`config.mk`:
```
export PLATFORM = sky130hd
export DESIGN_NAME = pid_step_with_integrator_clamp_unit_flat
export DESIGN_NICKNAME = d
export VERILOG_FILES = /design/src/rtl/core/pidc_pkg.sv /design/src/rtl/core/pidc_if.sv /design/src/rtl/core/pidc_mul.sv /design/src/rtl/core/pidc_div.sv /design/src/rtl/core/pid_step_with_integrator_clamp_unit.sv /design/src/flat_wrapper.sv
export VERILOG_INCLUDE_DIRS = /design/src /design/src/rtl/core
export SDC_FILE = /design/constraint.sdc
export NUM_CORES = 2
export LEC_CHECK = 0
export BUFFER_PORTS_ARGS = -buffer_cell sky130_fd_sc_hd__buf_2
export CORE_MARGIN = 4
export CORE_UTILIZATION = 56
export CTS_CLUSTER_DIAMETER = 150
export DETAILED_ROUTE_END_ITERATION = 7
export GPL_ROUTABILITY_DRIVEN = 0
export GPL_TIMING_DRIVEN = 0
export PLACE_DENSITY = 0.83
export SLEW_MARGIN = 20
export SYNTH_ARGS = -nofsm -noshare
export SYNTH_HDL_FRONTEND = slang
export SYNTH_HIERARCHICAL = 1
export SYNTH_SLANG_ARGS = --single-unit
```
`constraint.sdc`:
```
create_clock -name clk -period 7.9 [get_ports clk]
set_input_delay 0.395 -clock clk [delete_from_list [all_inputs] [get_ports clk]]
set_output_delay 0.395 -clock clk [all_outputs]
set_load 0.005 [all_outputs]
```
`src/rtl/core/pid_step_with_integrator_clamp_unit_assert.svh`:
```
// ----------------------------------------------------------------------------
// pid step assertion macros
// shared concurrent assertion forms, clocked on clk and disabled in reset
// ----------------------------------------------------------------------------
`ifndef PID_STEP_WITH_INTEGRATOR_CLAMP_UNIT_ASSERT_SVH
`define PID_STEP_WITH_INTEGRATOR_CLAMP_UNIT_ASSERT_SVH

// same-cycle implication
`define PIDC_ASSERT_NOW(label, ante, cons, msg) \
  label: assert property (@(posedge clk) disable iff (!rst_n) (ante) |-> (cons)) \
    else $error(msg);

// next-cycle implication
`define PIDC_ASSERT_NEXT(label, ante, cons, msg) \
  label: assert property (@(posedge clk) disable iff (!rst_n) (ante) |=> (cons)) \
    else $error(msg);

`endif

```
`src/rtl/core/pidc_pkg.sv`:
```
// ----------------------------------------------------------------------------
// pidc_pkg
// shared codes, constants and control structs of the pid step block
// ----------------------------------------------------------------------------
package pidc_pkg;

  // multiplier digit, bits of the multiplier consumed per cycle
  localparam int DIG_BITS = 4;

  // configuration register index width
  localparam int CFG_IDX_W = 3;

  typedef enum logic [CFG_IDX_W-1:0] {
    REG_KP       = 3'd0,
    REG_KI       = 3'd1,
    REG_KD       = 3'd2,
    REG_INTEG_ON = 3'd3,
    REG_LIMIT    = 3'd4
  } reg_idx_t;

  typedef enum logic [1:0] {
    ST_OK   = 2'd0,
    ST_HIGH = 2'd1,
    ST_LOW  = 2'd2
  } clamp_stat_t;

  typedef enum logic {
    OP_STEP  = 1'b0,
    OP_CLEAR = 1'b1
  } op_t;

  // launch control into the multiplier
  typedef struct packed {
    logic start;
    logic b_signed;
  } mul_ctl_t;

  // launch control into the divider
  typedef struct packed {
    logic start;
    logic neg;
  } div_ctl_t;

  // status back from an arithmetic unit
  typedef struct packed {
    logic busy;
    logic done;
  } unit_stat_t;

endpackage

```
`src/rtl/core/pidc_if.sv`:
```
// ----------------------------------------------------------------------------
// pidc_if
// valid/ready channels for pid step requests and results
// ----------------------------------------------------------------------------

// request channel
interface pidc_in_if #(parameter int DATA_WIDTH = 32) ();
  logic                         valid;
  logic                         ready;
  logic                         operation;
  logic signed [DATA_WIDTH-1:0] error_value;
  logic        [DATA_WIDTH-1:0] time_step;

  modport source (output valid, operation, error_value, time_step, input ready);
  modport sink   (input valid, operation, error_value, time_step, output ready);
endinterface

// result channel
interface pidc_out_if #(parameter int DATA_WIDTH = 32) ();
  logic                         valid;
  logic                         ready;
  logic signed [DATA_WIDTH-1:0] drive_value;
  logic        [1:0]            integral_status;

  modport source (output valid, drive_value, integral_status, input ready);
  modport sink   (input valid, drive_value, integral_status, output ready);
endinterface

```
`src/rtl/core/pidc_mul.sv`:
```
// ----------------------------------------------------------------------------
// pidc_mul
// digit-serial fixed-point multiplier, one multiplier digit per cycle,
// product shifted down by the fraction bits and saturated
// ----------------------------------------------------------------------------
`include "pid_step_with_integrator_clamp_unit_assert.svh"

module pidc_mul
  import pidc_pkg::*;
#(
  parameter int DATA_WIDTH = 32,
  parameter int FRAC_BITS  = 16
) (
  input  logic                         clk,
  input  logic                         rst_n,
  input  mul_ctl_t                     ctl,
  input  logic signed [DATA_WIDTH-1:0] a,
  input  logic        [DATA_WIDTH-1:0] b,
  output unit_stat_t                   stat,
  output logic signed [DATA_WIDTH-1:0] result
);

  localparam int W     = DATA_WIDTH;
  localparam int STEPS = (W + DIG_BITS - 1) / DIG_BITS;
  localparam int MB    = STEPS * DIG_BITS;
  localparam int PW    = W + MB;
  localparam int CW    = $clog2(STEPS);

  localparam logic signed [W-1:0] MAX_V = {1'b0, {(W-1){1'b1}}};
  localparam logic signed [W-1:0] MIN_V = {1'b1, {(W-1){1'b0}}};

  typedef enum logic [1:0] {
    M_IDLE,
    M_RUN,
    M_FIN
  } mstate_t;

  mstate_t              state_r;
  logic [CW-1:0]        cnt_r;
  logic [W-1:0]         a_mag_r;
  logic [MB-1:0]        b_sh_r;
  logic [PW-1:0]        p_r;
  logic                 neg_r;
  logic                 done_r;
  logic signed [W-1:0]  result_r;

  logic [W-1:0]           a_mag;
  logic [W-1:0]           b_mag;
  logic [W+DIG_BITS-1:0]  pp;
  logic [W+DIG_BITS-1:0]  acc_sum;
  logic [PW-1:0]          p_nxt;
  logic [PW-1:0]          m_full;
  logic                   over;
  logic signed [W-1:0]    sat_res;

  // saturate a magnitude with sign to the signed word range
  function automatic logic signed [W-1:0] sat_mag(input logic neg, input logic ovf,
                                                  input logic [W-1:0] m);
    logic signed [W-1:0] r;
    if (!neg) begin
      r = (ovf || m[W-1]) ? MAX_V : $signed(m);
    end else begin
      r = (ovf || (m[W-1] && (m[W-2:0] != '0))) ? MIN_V : $signed(-m);
    end
    return r;
  endfunction

  // operand magnitudes at launch
  assign a_mag = a[W-1] ? W'(-a) : W'(a);
  assign b_mag = (ctl.b_signed && b[W-1]) ? W'(-b) : b;

  // one digit of partial product folded into the upper accumulator
  assign pp      = (W+DIG_BITS)'(a_mag_r) * (W+DIG_BITS)'(b_sh_r[DIG_BITS-1:0]);
  assign acc_sum = (W+DIG_BITS)'(p_r[PW-1:MB]) + pp;
  assign p_nxt   = {acc_sum, p_r[MB-1:DIG_BITS]};

  // drop the fraction bits and clip
  assign m_full  = p_r >> FRAC_BITS;
  assign over    = (m_full >> W) != '0;
  assign sat_res = sat_mag(neg_r, over, m_full[W-1:0]);

  // sequencer
  always_ff @(posedge clk) begin
    if (!rst_n) begin
      state_r <= M_IDLE;
      done_r  <= 1'b0;
    end else begin
      done_r <= 1'b0;
      unique case (state_r)
        M_IDLE: begin
          if (ctl.start) begin
            a_mag_r <= a_mag;
            b_sh_r  <= MB'(b_mag);
            p_r     <= '0;
            neg_r   <= a[W-1] ^ (ctl.b_signed & b[W-1]);
            cnt_r   <= CW'(STEPS - 1);
            state_r <= M_RUN;
          end
        end
        M_RUN: begin
          p_r    <= p_nxt;
          b_sh_r <= b_sh_r >> DIG_BITS;
          if (cnt_r == '0) begin
            state_r <= M_FIN;
          end else begin
            cnt_r <= cnt_r - 1'b1;
          end
        end
        M_FIN: begin
          result_r <= sat_res;
          done_r   <= 1'b1;
          state_r  <= M_IDLE;
        end
        default: state_r <= M_IDLE;
      endcase
    end
  end

  assign stat.busy = (state_r != M_IDLE);
  assign stat.done = done_r;
  assign result    = result_r;

  `PIDC_ASSERT_NEXT(a_mul_launch, ctl.start, state_r == M_RUN, "multiplier missed a launch")
  `PIDC_ASSERT_NOW(a_mul_pos, done_r && !neg_r, !result_r[W-1], "positive product went negative")
  `PIDC_ASSERT_NOW(a_mul_neg, done_r && neg_r, result_r[W-1] || (result_r == '0),
                   "negative product went positive")

endmodule

```
`src/rtl/core/pidc_div.sv`:
```
// ----------------------------------------------------------------------------
// pidc_div
// bit-serial restoring divider, (num << frac) / den, one quotient bit per
// cycle, signed and saturated result
// ----------------------------------------------------------------------------
`include "pid_step_with_integrator_clamp_unit_assert.svh"

module pidc_div
  import pidc_pkg::*;
#(
  parameter int DATA_WIDTH = 32,
  parameter int FRAC_BITS  = 16
) (
  input  logic                         clk,
  input  logic                         rst_n,
  input  div_ctl_t                     ctl,
  input  logic        [DATA_WIDTH-1:0] num,
  input  logic        [DATA_WIDTH-1:0] den,
  output unit_stat_t                   stat,
  output logic signed [DATA_WIDTH-1:0] result
);

  localparam int W  = DATA_WIDTH;
  localparam int NW = W + FRAC_BITS;
  localparam int CW = $clog2(NW);

  localparam logic signed [W-1:0] MAX_V = {1'b0, {(W-1){1'b1}}};
  localparam logic signed [W-1:0] MIN_V = {1'b1, {(W-1){1'b0}}};

  typedef enum logic [1:0] {
    D_IDLE,
    D_RUN,
    D_FIN
  } dstate_t;

  dstate_t              state_r;
  logic [CW-1:0]        cnt_r;
  logic [NW-1:0]        n_r;
  logic [W-1:0]         r_r;
  logic [W-1:0]         den_r;
  logic                 neg_r;
  logic                 done_r;
  logic signed [W-1:0]  result_r;

  logic [W:0]           rr;
  logic [W:0]           rr_sub;
  logic                 ge;
  logic [W-1:0]         r_nxt;
  logic                 over;
  logic signed [W-1:0]  sat_res;

  // saturate a magnitude with sign to the signed word range
  function automatic logic signed [W-1:0] sat_mag(input logic neg, input logic ovf,
                                                  input logic [W-1:0] m);
    logic signed [W-1:0] r;
    if (!neg) begin
      r = (ovf || m[W-1]) ? MAX_V : $signed(m);
    end else begin
      r = (ovf || (m[W-1] && (m[W-2:0] != '0))) ? MIN_V : $signed(-m);
    end
    return r;
  endfunction

  // restoring step: bring down one numerator bit, try subtract
  assign rr     = {r_r, n_r[NW-1]};
  assign rr_sub = rr - {1'b0, den_r};
  assign ge     = (rr >= {1'b0, den_r});
  assign r_nxt  = ge ? rr_sub[W-1:0] : rr[W-1:0];

  // quotient clip
  assign over    = (n_r >> W) != '0;
  assign sat_res = sat_mag(neg_r, over, n_r[W-1:0]);

  // sequencer
  always_ff @(posedge clk) begin
    if (!rst_n) begin
      state_r <= D_IDLE;
      done_r  <= 1'b0;
    end else begin
      done_r <= 1'b0;
      unique case (state_r)
        D_IDLE: begin
          if (ctl.start) begin
            n_r     <= NW'(num) << FRAC_BITS;
            r_r     <= '0;
            den_r   <= den;
            neg_r   <= ctl.neg;
            cnt_r   <= CW'(NW - 1);
            state_r <= D_RUN;
          end
        end
        D_RUN: begin
          r_r <= r_nxt;
          n_r <= {n_r[NW-2:0], ge};
          if (cnt_r == '0) begin
            state_r <= D_FIN;
          end else begin
            cnt_r <= cnt_r - 1'b1;
          end
        end
        D_FIN: begin
          result_r <= sat_res;
          done_r   <= 1'b1;
          state_r  <= D_IDLE;
        end
        default: state_r <= D_IDLE;
      endcase
    end
  end

  assign stat.busy = (state_r != D_IDLE);
  assign stat.done = done_r;
  assign result    = result_r;

  `PIDC_ASSERT_NEXT(a_div_launch, ctl.start, state_r == D_RUN, "divider missed a launch")
  `PIDC_ASSERT_NOW(a_div_pos, done_r && !neg_r, !result_r[W-1], "positive quotient went negative")
  `PIDC_ASSERT_NOW(a_div_neg, done_r && neg_r, result_r[W-1] || (result_r == '0),
                   "negative quotient went positive")

endmodule

```
`src/rtl/core/pid_step_with_integrator_clamp_unit.sv`:
```
// ----------------------------------------------------------------------------
// pid_step_with_integrator_clamp_unit
// fixed-point pid step with integrator clamp, shared digit-serial units
// ----------------------------------------------------------------------------
// usage
//   in_chan carries one request per transaction: a clear, or a control step
//   with an error and a time step. out_chan returns exactly one result per
//   request: the saturated drive and the integral clamp status.
//   the user must write gains, integrator enable and clamp limit on cfg_we/
//   cfg_index/cfg_data only while no request is in flight; not enforced.
// sequencing
//   a clear or a zero time step goes from S_LAUNCH straight to S_PUT.
//   a step with a derivative launches the divider beside the multiplier:
//   the divider resolves one quotient bit per cycle, then the derivative
//   gain goes through the 4-bit-per-cycle multiplier. a first step skips
//   the divider, and with the integrator off a step goes straight to kp.
//   one request is worked at a time; the next is taken in the cycle after
//   the result is handed over.
// reset and stall
//   synchronous reset clears gains, limit, stored error, drive and integral
//   and re-arms the first-step flag. the result sits in an output register;
//   while it waits on out_chan.ready the next request is still accepted and
//   worked, and its own result holds until the register frees.
// ----------------------------------------------------------------------------
`include "pid_step_with_integrator_clamp_unit_assert.svh"

module pid_step_with_integrator_clamp_unit
  import pidc_pkg::*;
#(
  parameter int DATA_WIDTH = 32,
  parameter int FRAC_BITS  = 16
) (
  input  logic                  clk,
  input  logic                  rst_n,
  pidc_in_if.sink               in_chan,
  pidc_out_if.source            out_chan,
  input  logic                  cfg_we,
  input  logic [CFG_IDX_W-1:0]  cfg_index,
  input  logic [DATA_WIDTH-1:0] cfg_data
);

  localparam int W = DATA_WIDTH;

  localparam logic signed [W-1:0] MAX_V = {1'b0, {(W-1){1'b1}}};
  localparam logic signed [W-1:0] MIN_V = {1'b1, {(W-1){1'b0}}};

  // error band and sign threshold
  localparam longint unsigned ONE_Q = 64'd1 << FRAC_BITS;
  localparam logic [W-1:0] BAND_HIGH = W'(ONE_Q);
  localparam logic [W-1:0] BAND_LOW  = W'((ONE_Q * 5 + 99) / 100);
  localparam logic [W-1:0] EPS_Q     = W'(ONE_Q / 1000000);

  typedef enum logic [3:0] {
    S_IDLE,
    S_LAUNCH,
    S_EDT,
    S_KI,
    S_CLAMP,
    S_KP,
    S_WAIT_DIV,
    S_KD,
    S_PUT
  } state_t;

  // configuration
  logic signed [W-1:0] kp_r, ki_r, kd_r;
  logic                integ_on_r;
  logic [W-2:0]        limit_r;

  // controller state
  logic signed [W-1:0] last_error_r;
  logic signed [W-1:0] last_drive_r;
  logic signed [W-1:0] integ_sum_r;
  logic                first_step_r;
  clamp_stat_t         clamp_status_r;

  // current request and work registers
  state_t              state_r;
  op_t                 op_r;
  logic signed [W-1:0] err_r;
  logic [W-1:0]        dt_r;
  logic                deriv_on_r;
  logic                div_have_r;
  logic signed [W-1:0] drive_r;

  // unit launch registers
  mul_ctl_t            mul_ctl_r;
  logic signed [W-1:0] mul_a_r;
  logic [W-1:0]        mul_b_r;
  div_ctl_t            div_ctl_r;
  logic [W-1:0]        div_num_r;

  // output register
  logic                out_valid_r;
  logic signed [W-1:0] out_drive_r;
  clamp_stat_t         out_status_r;

  unit_stat_t          mul_stat, div_stat;
  logic signed [W-1:0] mul_res, div_res;

  logic signed [W-1:0] diff;
  logic [W-1:0]        diff_mag;
  logic [W-1:0]        emag;
  logic signed [W-1:0] lim_s, neg_lim;
  logic signed [W-1:0] clamped;
  clamp_stat_t         clamp_nxt;
  logic                zero_integ;
  logic signed [W-1:0] integ_sum_nxt;
  logic                in_fire;
  logic                out_free;

  // saturating add and subtract on signed words
  function automatic logic signed [W-1:0] sat_add(input logic signed [W-1:0] x,
                                                  input logic signed [W-1:0] y);
    logic [W:0] s;
    s = {x[W-1], x} + {y[W-1], y};
    if (s[W] != s[W-1]) begin
      return s[W] ? MIN_V : MAX_V;
    end
    return $signed(s[W-1:0]);
  endfunction

  function automatic logic signed [W-1:0] sat_sub(input logic signed [W-1:0] x,
                                                  input logic signed [W-1:0] y);
    logic [W:0] s;
    s = {x[W-1], x} - {y[W-1], y};
    if (s[W] != s[W-1]) begin
      return s[W] ? MIN_V : MAX_V;
    end
    return $signed(s[W-1:0]);
  endfunction

  // arithmetic units
  pidc_mul #(.DATA_WIDTH(DATA_WIDTH), .FRAC_BITS(FRAC_BITS)) u_mul (
    .clk    (clk),
    .rst_n  (rst_n),
    .ctl    (mul_ctl_r),
    .a      (mul_a_r),
    .b      (mul_b_r),
    .stat   (mul_stat),
    .result (mul_res)
  );

  pidc_div #(.DATA_WIDTH(DATA_WIDTH), .FRAC_BITS(FRAC_BITS)) u_div (
    .clk    (clk),
    .rst_n  (rst_n),
    .ctl    (div_ctl_r),
    .num    (div_num_r),
    .den    (dt_r),
    .stat   (div_stat),
    .result (div_res)
  );

  // handshakes
  assign in_fire       = in_chan.valid && in_chan.ready;
  assign in_chan.ready = (state_r == S_IDLE);
  assign out_free      = !out_valid_r || out_chan.ready;

  // change in error for the derivative
  assign diff     = sat_sub(err_r, last_error_r);
  assign diff_mag = diff[W-1] ? W'(-diff) : W'(diff);

  // integral clamp to the symmetric limit
  assign lim_s   = $signed({1'b0, limit_r});
  assign neg_lim = -lim_s;
  always_comb begin
    if (integ_sum_r > lim_s) begin
      clamped   = lim_s;
      clamp_nxt = ST_HIGH;
    end else if (integ_sum_r < neg_lim) begin
      clamped   = neg_lim;
      clamp_nxt = ST_LOW;
    end else begin
      clamped   = integ_sum_r;
      clamp_nxt = ST_OK;
    end
  end

  // anti-windup: integral against the error, or error outside the band
  assign emag = err_r[W-1] ? W'(-err_r) : W'(err_r);
  assign zero_integ = (!clamped[W-1] && (clamped != '0) && err_r[W-1]) ||
                      (clamped[W-1] && !err_r[W-1] && (err_r > EPS_Q)) ||
                      (emag > BAND_HIGH) || (emag < BAND_LOW);
  assign integ_sum_nxt = zero_integ ? '0 : clamped;

  // configuration writes
  always_ff @(posedge clk) begin
    if (!rst_n) begin
      kp_r       <= '0;
      ki_r       <= '0;
      kd_r       <= '0;
      integ_on_r <= 1'b0;
      limit_r    <= '0;
    end else if (cfg_we) begin
      unique case (cfg_index)
        REG_KP:       kp_r       <= $signed(cfg_data);
        REG_KI:       ki_r       <= $signed(cfg_data);
        REG_KD:       kd_r       <= $signed(cfg_data);
        REG_INTEG_ON: integ_on_r <= cfg_data[0];
        REG_LIMIT:    limit_r    <= cfg_data[W-2:0];
        default: ;
      endcase
    end
  end

  // step sequencer
  always_ff @(posedge clk) begin
    if (!rst_n) begin
      state_r        <= S_IDLE;
      last_error_r   <= '0;
      last_drive_r   <= '0;
      integ_sum_r    <= '0;
      first_step_r   <= 1'b1;
      clamp_status_r <= ST_OK;
      div_have_r     <= 1'b0;
      mul_ctl_r      <= '0;
      div_ctl_r      <= '0;
      out_valid_r    <= 1'b0;
    end else begin
      // launch pulses last one cycle; no launch follows another directly
      if (mul_ctl_r.start) begin
        mul_ctl_r.start <= 1'b0;
      end
      if (div_ctl_r.start) begin
        div_ctl_r.start <= 1'b0;
      end
      if (out_valid_r && out_chan.ready && (state_r != S_PUT)) begin
        out_valid_r <= 1'b0;
      end
      if (div_stat.done) begin
        div_have_r <= 1'b1;
      end

      unique case (state_r)
        S_IDLE: begin
          if (in_fire) begin
            op_r    <= op_t'(in_chan.operation);
            err_r   <= in_chan.error_value;
            dt_r    <= in_chan.time_step;
            state_r <= S_LAUNCH;
          end
        end

        S_LAUNCH: begin
          div_have_r <= 1'b0;
          if (op_r == OP_CLEAR) begin
            last_error_r   <= '0;
            integ_sum_r    <= '0;
            first_step_r   <= 1'b1;
            clamp_status_r <= ST_OK;
            drive_r        <= '0;
            state_r        <= S_PUT;
          end else if (dt_r == '0) begin
            drive_r <= last_drive_r;
            state_r <= S_PUT;
          end else begin
            first_step_r <= 1'b0;
            deriv_on_r   <= !first_step_r;
            last_error_r <= err_r;
            if (!first_step_r) begin
              div_ctl_r.start <= 1'b1;
              div_ctl_r.neg   <= diff[W-1];
              div_num_r       <= diff_mag;
            end
            mul_ctl_r.start <= 1'b1;
            mul_a_r         <= err_r;
            if (integ_on_r) begin
              mul_b_r            <= dt_r;
              mul_ctl_r.b_signed <= 1'b0;
              state_r            <= S_EDT;
            end else begin
              integ_sum_r        <= '0;
              mul_b_r            <= kp_r;
              mul_ctl_r.b_signed <= 1'b1;
              state_r            <= S_KP;
            end
          end
        end

        // error times time step, then times integral gain
        S_EDT: begin
          if (mul_stat.done) begin
            mul_ctl_r.start    <= 1'b1;
            mul_ctl_r.b_signed <= 1'b1;
            mul_a_r            <= mul_res;
            mul_b_r            <= ki_r;
            state_r            <= S_KI;
          end
        end

        S_KI: begin
          if (mul_stat.done) begin
            integ_sum_r <= sat_add(integ_sum_r, mul_res);
            state_r     <= S_CLAMP;
          end
        end

        S_CLAMP: begin
          integ_sum_r        <= integ_sum_nxt;
          clamp_status_r     <= clamp_nxt;
          mul_ctl_r.start    <= 1'b1;
          mul_ctl_r.b_signed <= 1'b1;
          mul_a_r            <= err_r;
          mul_b_r            <= kp_r;
          state_r            <= S_KP;
        end

        // proportional term plus integral
        S_KP: begin
          if (mul_stat.done) begin
            drive_r <= sat_add(mul_res, integ_sum_r);
            state_r <= S_WAIT_DIV;
          end
        end

        // derivative term once the quotient is in
        S_WAIT_DIV: begin
          if (!deriv_on_r) begin
            state_r <= S_PUT;
          end else if (div_have_r || div_stat.done) begin
            mul_ctl_r.start    <= 1'b1;
            mul_ctl_r.b_signed <= 1'b1;
            mul_a_r            <= div_res;
            mul_b_r            <= kd_r;
            state_r            <= S_KD;
          end
        end

        S_KD: begin
          if (mul_stat.done) begin
            drive_r <= sat_add(drive_r, mul_res);
            state_r <= S_PUT;
          end
        end

        // hand the result to the output register
        S_PUT: begin
          if (out_free) begin
            out_valid_r  <= 1'b1;
            out_drive_r  <= drive_r;
            out_status_r <= clamp_status_r;
            last_drive_r <= drive_r;
            state_r      <= S_IDLE;
          end
        end

        default: state_r <= S_IDLE;
      endcase
    end
  end

  assign out_chan.valid           = out_valid_r;
  assign out_chan.drive_value     = out_drive_r;
  assign out_chan.integral_status = out_status_r;

  `PIDC_ASSERT_NEXT(a_accept_launch, in_fire, state_r == S_LAUNCH, "accepted request not launched")
  `PIDC_ASSERT_NOW(a_mul_free, mul_ctl_r.start, !mul_stat.busy, "multiplier launched while busy")
  `PIDC_ASSERT_NOW(a_div_free, div_ctl_r.start, !div_stat.busy, "divider launched while busy")
  `PIDC_ASSERT_NEXT(a_clamp_bound, state_r == S_CLAMP,
                    (integ_sum_r <= $past(lim_s)) && (integ_sum_r >= $past(neg_lim)),
                    "integral left the clamp range")

endmodule

```
`src/flat_wrapper.sv`:
```
// flat-port wrapper written by rule: the top's interface ports become plain ports
module pid_step_with_integrator_clamp_unit_flat import pidc_pkg::*;
#(
  parameter int DATA_WIDTH = 32,
  parameter int FRAC_BITS  = 16
)
  (clk, rst_n, cfg_we, cfg_index, cfg_data, in_chan_valid, in_chan_operation, in_chan_error_value, in_chan_time_step, in_chan_ready, out_chan_valid, out_chan_drive_value, out_chan_integral_status, out_chan_ready);
  pidc_in_if #(.DATA_WIDTH(DATA_WIDTH)) in_chan_i ();
  pidc_out_if #(.DATA_WIDTH(DATA_WIDTH)) out_chan_i ();
  input  logic clk;
  input  logic rst_n;
  input  logic cfg_we;
  input  logic [CFG_IDX_W-1:0] cfg_index;
  input  logic [DATA_WIDTH-1:0] cfg_data;
  input wire logic [$bits(in_chan_i.valid)-1:0] in_chan_valid;
  input wire logic [$bits(in_chan_i.operation)-1:0] in_chan_operation;
  input wire logic [$bits(in_chan_i.error_value)-1:0] in_chan_error_value;
  input wire logic [$bits(in_chan_i.time_step)-1:0] in_chan_time_step;
  output wire logic [$bits(in_chan_i.ready)-1:0] in_chan_ready;
  output wire logic [$bits(out_chan_i.valid)-1:0] out_chan_valid;
  output wire logic [$bits(out_chan_i.drive_value)-1:0] out_chan_drive_value;
  output wire logic [$bits(out_chan_i.integral_status)-1:0] out_chan_integral_status;
  input wire logic [$bits(out_chan_i.ready)-1:0] out_chan_ready;
  assign in_chan_i.valid = in_chan_valid;
  assign in_chan_i.operation = in_chan_operation;
  assign in_chan_i.error_value = in_chan_error_value;
  assign in_chan_i.time_step = in_chan_time_step;
  assign in_chan_ready = in_chan_i.ready;
  assign out_chan_valid = out_chan_i.valid;
  assign out_chan_drive_value = out_chan_i.drive_value;
  assign out_chan_integral_status = out_chan_i.integral_status;
  assign out_chan_i.ready = out_chan_ready;
  pid_step_with_integrator_clamp_unit #(.DATA_WIDTH(DATA_WIDTH), .FRAC_BITS(FRAC_BITS)) u_core (.clk(clk), .rst_n(rst_n), .in_chan(in_chan_i), .out_chan(out_chan_i), .cfg_we(cfg_we), .cfg_index(cfg_index), .cfg_data(cfg_data));
endmodule
```
Word-level counts from Yosys, hierarchy flattened
Cells that the tools add are included.
{"block": "word_totals", "register_bits": 786, "output_inout_bits": 36}
{"block": "classes", "n_addsub": 14, "mul": 1, "magnitude_cmp": 6, "eq_ne": 42, "n_mux": 110, "n_bitwise": 7, "reduce_logical": 71}
{"op": "$mux W32", "count": 44}
{"op": "$pmux W32 S4", "count": 2}
{"op": "$neg A32 Y32", "count": 6}
{"op": "$pmux W32 S3", "count": 2}
{"op": "$pmux W32 S2", "count": 2}
{"op": "$pmux W64 S2", "count": 1}
{"op": "$pmux W48 S2", "count": 1}
{"op": "$add A32 B32 Y33", "count": 2}
{"op": "$mux W64", "count": 1}
{"op": "$reduce_bool A64 Y1", "count": 1}
{"op": "$mux W31", "count": 2}
{"op": "$reduce_bool A31 Y1", "count": 2}
{"op": "$mux W48", "count": 1}
{"op": "$reduce_bool A48 Y1", "count": 1}
{"op": "$mux W4", "count": 10}
{"op": "$add A32 B36 Y36", "count": 1}
{"op": "$mul A32 B4 Y36", "count": 1}
{"op": "$pmux W4 S9", "count": 1}
{"op": "$ge A33 B32 Y1", "count": 1}
{"op": "$sub A32 B32 Y33", "count": 1}
{"op": "$gt A32 B1 Y1 const B", "count": 1}
{"op": "$gt A32 B17 Y1 const B", "count": 1}
{"op": "$gt A32 B32 Y1", "count": 1}
{"op": "$logic_not A32 Y1", "count": 1}
{"op": "52 further kinds", "count": 164}

Logic depth before layout (Yosys ltp)
{"block": "depth", "word_depth": 12, "mapped_depth": 30, "mapped_depth_nobuf": 26}

Cells and area by module
The synthesis kept the hierarchy.
{"module": "pid_step_with_integrator_clamp_unit", "n_inst": 1, "cells_each": 3195, "area_per_inst_um2": 27883.0}
{"module": "pidc_mul", "n_inst": 1, "cells_each": 1380, "area_per_inst_um2": 13142.6}
{"module": "pidc_div", "n_inst": 1, "cells_each": 889, "area_per_inst_um2": 8770.9}

Worst setup path after synthesis
OpenSTA, ideal clock, no wires.
{"block": "synth_timing", "path_kind": "register to register", "startpoint": "reg u_core.u_div.state_r[0]", "endpoint": "reg u_core.u_div.cnt_r[0] (enable)", "setup_ps": 356, "arrival_ps": 6959, "required_time_ps": 7544, "slack_ps": 585, "stages_incl_launch_ff": 4, "path_buffers": 0, "synth_period_minus_slack_ps": 7315, "path_cell_list": "dfxtp_1 nor2_1 nor3b_1 nor2b_1"}
{"block": "synth_via", "elab_chain_cells": 3, "elab_cells_between_ends": 6, "cone_classes": "eq/ne (3); reduce/logical (3)"}
{"element": "start, declared", "line": "pidc_div.sv:36", "source": "dstate_t state_r;"}
{"element": "start signal, assigned", "line": "pidc_div.sv:77", "source": "state_r <= D_IDLE;"}
{"element": "start signal, assigned", "line": "pidc_div.sv:89", "source": "state_r <= D_RUN;"}
{"element": "start signal, assigned", "line": "pidc_div.sv:96", "source": "state_r <= D_FIN;"}
{"element": "$eq A2 B1 Y1 or $logic_not A2 Y1 (tied branches)", "line": "pidc_div.sv:81", "source": "unique case (state_r)"}
{"element": "$ne A2 B2 Y1 (no line), or another cell as far along"}
{"element": "$reduce_and A4 Y1 (no line) *"}
{"element": "end signal, assigned", "line": "pidc_div.sv:88", "source": "cnt_r <= CW'(NW - 1);"}
{"element": "end signal, assigned", "line": "pidc_div.sv:98", "source": "cnt_r <= cnt_r - 1'b1;"}
{"element": "end, declared", "line": "pidc_div.sv:37", "source": "logic [CW-1:0] cnt_r;"}
Every way passes the cells marked *; elsewhere a longest branch is shown, timed or not.
A chain may end at the register's enable or synchronous reset.

Worst setup path after layout
{"block": "layout_timing", "startpoint": "reg u_core.limit_r[4]", "endpoint": "reg u_core.integ_sum_r[29]"}
{"block": "layout_via", "elab_chain_cells": 12, "elab_cells_between_ends": 16, "cone_classes": "add/sub (1); order compare (2); mux (4); reduce/logical (9)"}
{"element": "start, declared", "line": "pid_step_with_integrator_clamp_unit.sv:68", "source": "logic [W-2:0] limit_r;"}
{"element": "start signal, assigned", "line": "pid_step_with_integrator_clamp_unit.sv:200", "source": "REG_LIMIT: limit_r <= cfg_data[W-2:0];"}
{"element": "$neg A31 Y32", "line": "pid_step_with_integrator_clamp_unit.sv:165", "source": "assign neg_lim = -lim_s;"}
{"element": "$lt A32 B32 Y1", "line": "pid_step_with_integrator_clamp_unit.sv:170", "source": "end else if (integ_sum_r < neg_lim) begin"}
{"element": "$mux W32", "line": "pid_step_with_integrator_clamp_unit.sv:170"}
{"element": "$mux W32 *", "line": "pid_step_with_integrator_clamp_unit.sv:167", "source": "if (integ_sum_r > lim_s) begin"}
{"element": "$reduce_bool A32 Y1 or $logic_not A1 Y1 (tied branches)", "line": "pid_step_with_integrator_clamp_unit.sv:181", "source": "assign zero_integ = (!clamped[W-1] && (clamped != '0) && err_r[W-1]) ||"}
{"element": "$logic_and A1 B1 Y1 (2 in series)", "line": "pid_step_with_integrator_clamp_unit.sv:181"}
{"element": "$logic_or A1 B1 Y1", "line": "pid_step_with_integrator_clamp_unit.sv:181"}
{"element": "$logic_or A1 B1 Y1", "line": "pid_step_with_integrator_clamp_unit.sv:182", "source": "(clamped[W-1] && !err_r[W-1] && (err_r > EPS_Q)) ||"}
{"element": "$logic_or A1 B1 Y1", "line": "pid_step_with_integrator_clamp_unit.sv:183", "source": "(emag > BAND_HIGH) || (emag < BAND_LOW);"}
{"element": "$mux W32 *", "line": "pid_step_with_integrator_clamp_unit.sv:184", "source": "assign integ_sum_nxt = zero_integ ? '0 : clamped;"}
{"element": "$pmux W32 S3 *", "line": "pid_step_with_integrator_clamp_unit.sv:234", "source": "unique case (state_r)"}
{"element": "end signal, assigned", "line": "pid_step_with_integrator_clamp_unit.sv:293", "source": "integ_sum_r <= sat_add(integ_sum_r, mul_res);"}
{"element": "end signal, assigned", "line": "pid_step_with_integrator_clamp_unit.sv:299", "source": "integ_sum_r <= integ_sum_nxt;"}
{"element": "end, declared", "line": "pid_step_with_integrator_clamp_unit.sv:73", "source": "logic signed [W-1:0] integ_sum_r;"}
Marked as above.

==> metrics.md <==
| Metric | Value |
|---|---|
| Vias/cell | `between 6 and 7` |
| CTS Buf Count | `84` |
| Final Setup Violations | `0` |
| R2R cell count | `21` |
| H-tree depth | `3` |
| Leakage | `21.33 nW` |
| GRT Overall Usage | `33.91%` |
| 1st-iter DRT viols | `6,603` |
| Fillers | `6,870` |
| CP cell instances | `nor3_1 -> nand2_1 -> or3_4 -> or3_1 -> buf_2 -> xnor2_2 -> ha_1 -> and4_1 -> nand3_1 -> nor2_1 -> o32ai_2 -> nor3b_1 -> a21o_1 -> buf_2 -> buf_2 -> a31oi_1 -> nand2_1 -> nand4_1 -> nor2_1 -> o21ai_0 -> a21oi_1` |
| DP Area | `roughly 52,000 sq um` |
| Pins Over Slew Limit | `0` |
| Port Buf Inserts | `140` |
| Ys Warns | `6` |
| Core area | `88,240 sq um` |
| Nets | `6,241` |
| Average size of a mapped cell | `9.114 sq um` |
| Die footprint | `93,750 sq um` |
| Max-Cap Viols | `0` |
| Die height | `306.2 microns` |
| Failing checks | `DRC` |
| Setup WS pre-CTS | `-0.5904 ns` |
| Register clock-pin slew on the reported worst setup and hold paths | `0.06 ns` |
| Worst-case clock buffer depth | `3` |
| Share of layout cells above drive strength 1 | `7.704%` |
| Worst Path Required | `between 8 and 9 ns` |
| CP max stage cell | `nor2_1` |
| Min-delay src | `cfg_data[22]` |
| Vias in the first global route | `43.62k` |
| Via count | `46.21k` |
| Remaining Overflow, GRT | `0` |
| Critical path type | `reg -> reg` |
| Initial antenna violation count | `25` |
| Insertion delay to the later sink of the worst-skew pair | `0.71 ns` |
| Hpwl dp | `123.3 mm` |
| Post-synthesis net count | `roughly 5.9k` |
| DRC viols | `16` |
| Setup WS post-layout | `0.2475 ns` |
| Mapped Cells | `5,463` |
| Largest net degree at the start of global routing | `42` |
| Slew headroom | `14.18%` |
| CTS root buf | `clkbuf_16` |
| Final WL | `165.4 mm` |
| Reg2Reg Launch Point | `u_core/limit_r[4]` |
| Top Ports | `141` |
| Setup repair bufs after CTS | `0` |
| Row count | `109` |
| Fmax | `130.7 MHz` |
| Hold path depth | `3` |
| Avg WL per Cell | `23.46 microns` |
| Synthesized area | `49,790 sq um` |
| CTS Sinks | `770` |
| Critical Path Sink Type | `register` |
| RSZ-0062 raised after global routing | `no` |
| Hold Path Class | `in -> reg` |
| Fin area | `56,280 sq um` |
| CP arrival | `8.20 ns` |
| Capturing point of the worst reg2reg path | `u_core/integ_sum_r[29]` |
| First-pass GRT wire length | `248.8 mm` |
| Top delay family on crit path | `simple AND/OR/NAND/NOR gates` |
| Most numerous cell on the critical path | `buf_2` |
| Worst-margin pin slew | `around 1.3 ns` |
| Layout Skew | `0.09128 ns` |
| Worst Hold Endpoint | `u_core/kd_r[22]` |
| Pre-Repair DR Iteration Count | `8` |
| Fin. Hold Viols | `0` |
| Starting Density | `56.43%` |
| CTS tree | `yes` |
| Critical Path Start Type | `register` |
| Final core occ | `63.78%` |
| Crit-path max cell delay | `a little under 0.7 ns` |
| Post-route ant nets | `0` |
| Max VDD drop | `around 0.3 mV` |
| Width of the die | `306.2 microns` |
| Reg2reg setup slack | `0.25 ns` |
| Area grow syn2layout | `13.03%` |
| Min Tclk post-route | `about 7.7 ns` |
| Post-route clock period utilization | `96.87%` |
| PD cells | `352.9 nW/um^2` |
| Critical Path Fanout Max | `10` |
| Buf+Inv Stages, Crit Path | `3` |
| Run status | `finished, violations left` |
[worst register-to-register path: cells and delay by family, from the launching register on]
kind,cells,cell delay [ns]
and+or+nand+nor,11,4.37
AOI/OAI and AO/OA,5,1.42
buffers and inverters,3,0.84
DFF,1,0.38
adders and majority gates,1,0.31
xor gates and xnor gates,1,0.22
[worst max path at each step]
stage | depth (start not counted) | startpoint | endpoint
6_report | 21 | u_core/limit_r[4] | u_core/integ_sum_r[29]
3_3_place_gp | 3 | rst_n | u_core/u_div/cnt_r[2]
4_1_cts | 28 | u_core/err_r[10] | u_core/div_num_r[26]
5_1_grt | 28 | u_core/err_r[10] | u_core/div_num_r[26]
3_5_place_dp | 27 | u_core/err_r[6] | u_core/div_num_r[26]
2_1_floorplan | 3 | u_core/u_div/state_r[0] | u_core/u_div/cnt_r[0]
[sequential cells by signal, indices dropped and copies added (netlist names), 6 cells and up]
| register | count |
|---|---|
| u_core/div_num_r | 32 |
| u_core/drive_r | 32 |
| u_core/dt_r | 32 |
| u_core/err_r | 32 |
| u_core/integ_sum_r | 32 |
| u_core/kd_r | 32 |
| u_core/ki_r | 32 |
| u_core/kp_r | 32 |
| u_core/last_drive_r | 32 |
| u_core/last_error_r | 32 |
| u_core/limit_r | 31 |
| u_core/mul_a_r | 32 |
| u_core/mul_b_r | 32 |
| u_core/out_chan.drive_value | 32 |
| u_core/u_div/cnt_r | 6 |
| u_core/u_div/den_r | 32 |
| u_core/u_div/n_r | 48 |
| u_core/u_div/r_r | 32 |
| u_core/u_div/result | 32 |
| u_core/u_mul/a_mag_r | 32 |
| u_core/u_mul/b_sh_r | 32 |
| u_core/u_mul/p_r | 48 |
| u_core/u_mul/result | 32 |
[per-layer routing]
metal  share of wire [%]  track usage [%]  wire length [microns]  up-vias
li1                    -                -                      -    20420
met1                  35            41.61                  58470    21475
met2                  44            52.65                  72020     3401
met3                  13            9.373                  21140      897
met4                 8.2            22.29                  13610       20
met5               0.086                0                    143        -
[repair_timing]
item,CTS,global route
hold buffers,82,0
cloned,0,0
endpoints found under the setup margin,14,20
resized for setup,5,12
endpoints found under the hold margin,100,0
[through the flow]
step | hold slack (ns) | TNS (ns) | power [mW] | cells
final | 0.02280 | 0 | 19.86 | 7049
after floorplan | 0.4080 | 0 | 12.27 | 5463
after global placement | 0.4143 | -311.55 | 14.79 | 6768
after CTS | 0.0007824 | 0 | 19.34 | 7032
after detailed placement | 0.4257 | -3.729 | 15.03 | 6793
after global routing | 0.01234 | 0 | 20.84 | 7034
[cell usage in the layout, fill, tap and decap left out, types with 32 or more instances in the layout]
cell type      count
a211oi_1          38
a21o_1            91
a21oi_1          477
a221o_1           32
a22o_1            34
a31oi_1           50
and2_1           166
and3_1            32
buf_2            149
clkbuf_1         256
clkbuf_16         85
dfxtp_1          243
dlygate4sd3_1     82
edfxtp_1         527
fa_1              95
ha_1             246
inv_1            341
mux2i_1           75
nand2_1          832
nand2b_1          35
nand3_1           87
nand4_1           66
nor2_1           312
nor2b_1           37
nor3_1           113
nor4_1            54
o211ai_1          40
o21a_1            44
o21ai_0          328
o22ai_1           36
o31ai_1           33
or3_1             40
xnor2_1          149
xor2_1            69
[where the power goes]
part	internal [mW]	total, mW	leakage, nW	switching (mW)
clock	2.47	4.24	1.46	1.77
sequential	4.99	5.55	6.78	0.565
combinational	3.44	10.1	13.1	6.62
total	10.9	19.9	21.3	8.96
[layout make-up]
class                   count  area (sq um)  area share (%)
diodes                     17         42.54         0.07559
plain buffers             283          1182           2.101
clock buffers             111          2315           4.113
clock inverters            47         713.2           1.267
inverters                 343          1290           2.292
multi-input cells        4066         26770           47.56
flip-flops and latches    770         20690           36.76
well taps                1165          1458           2.590
repair buffers            247          1822           3.237
No activity file was read; power rests on OpenSTA's default activity.
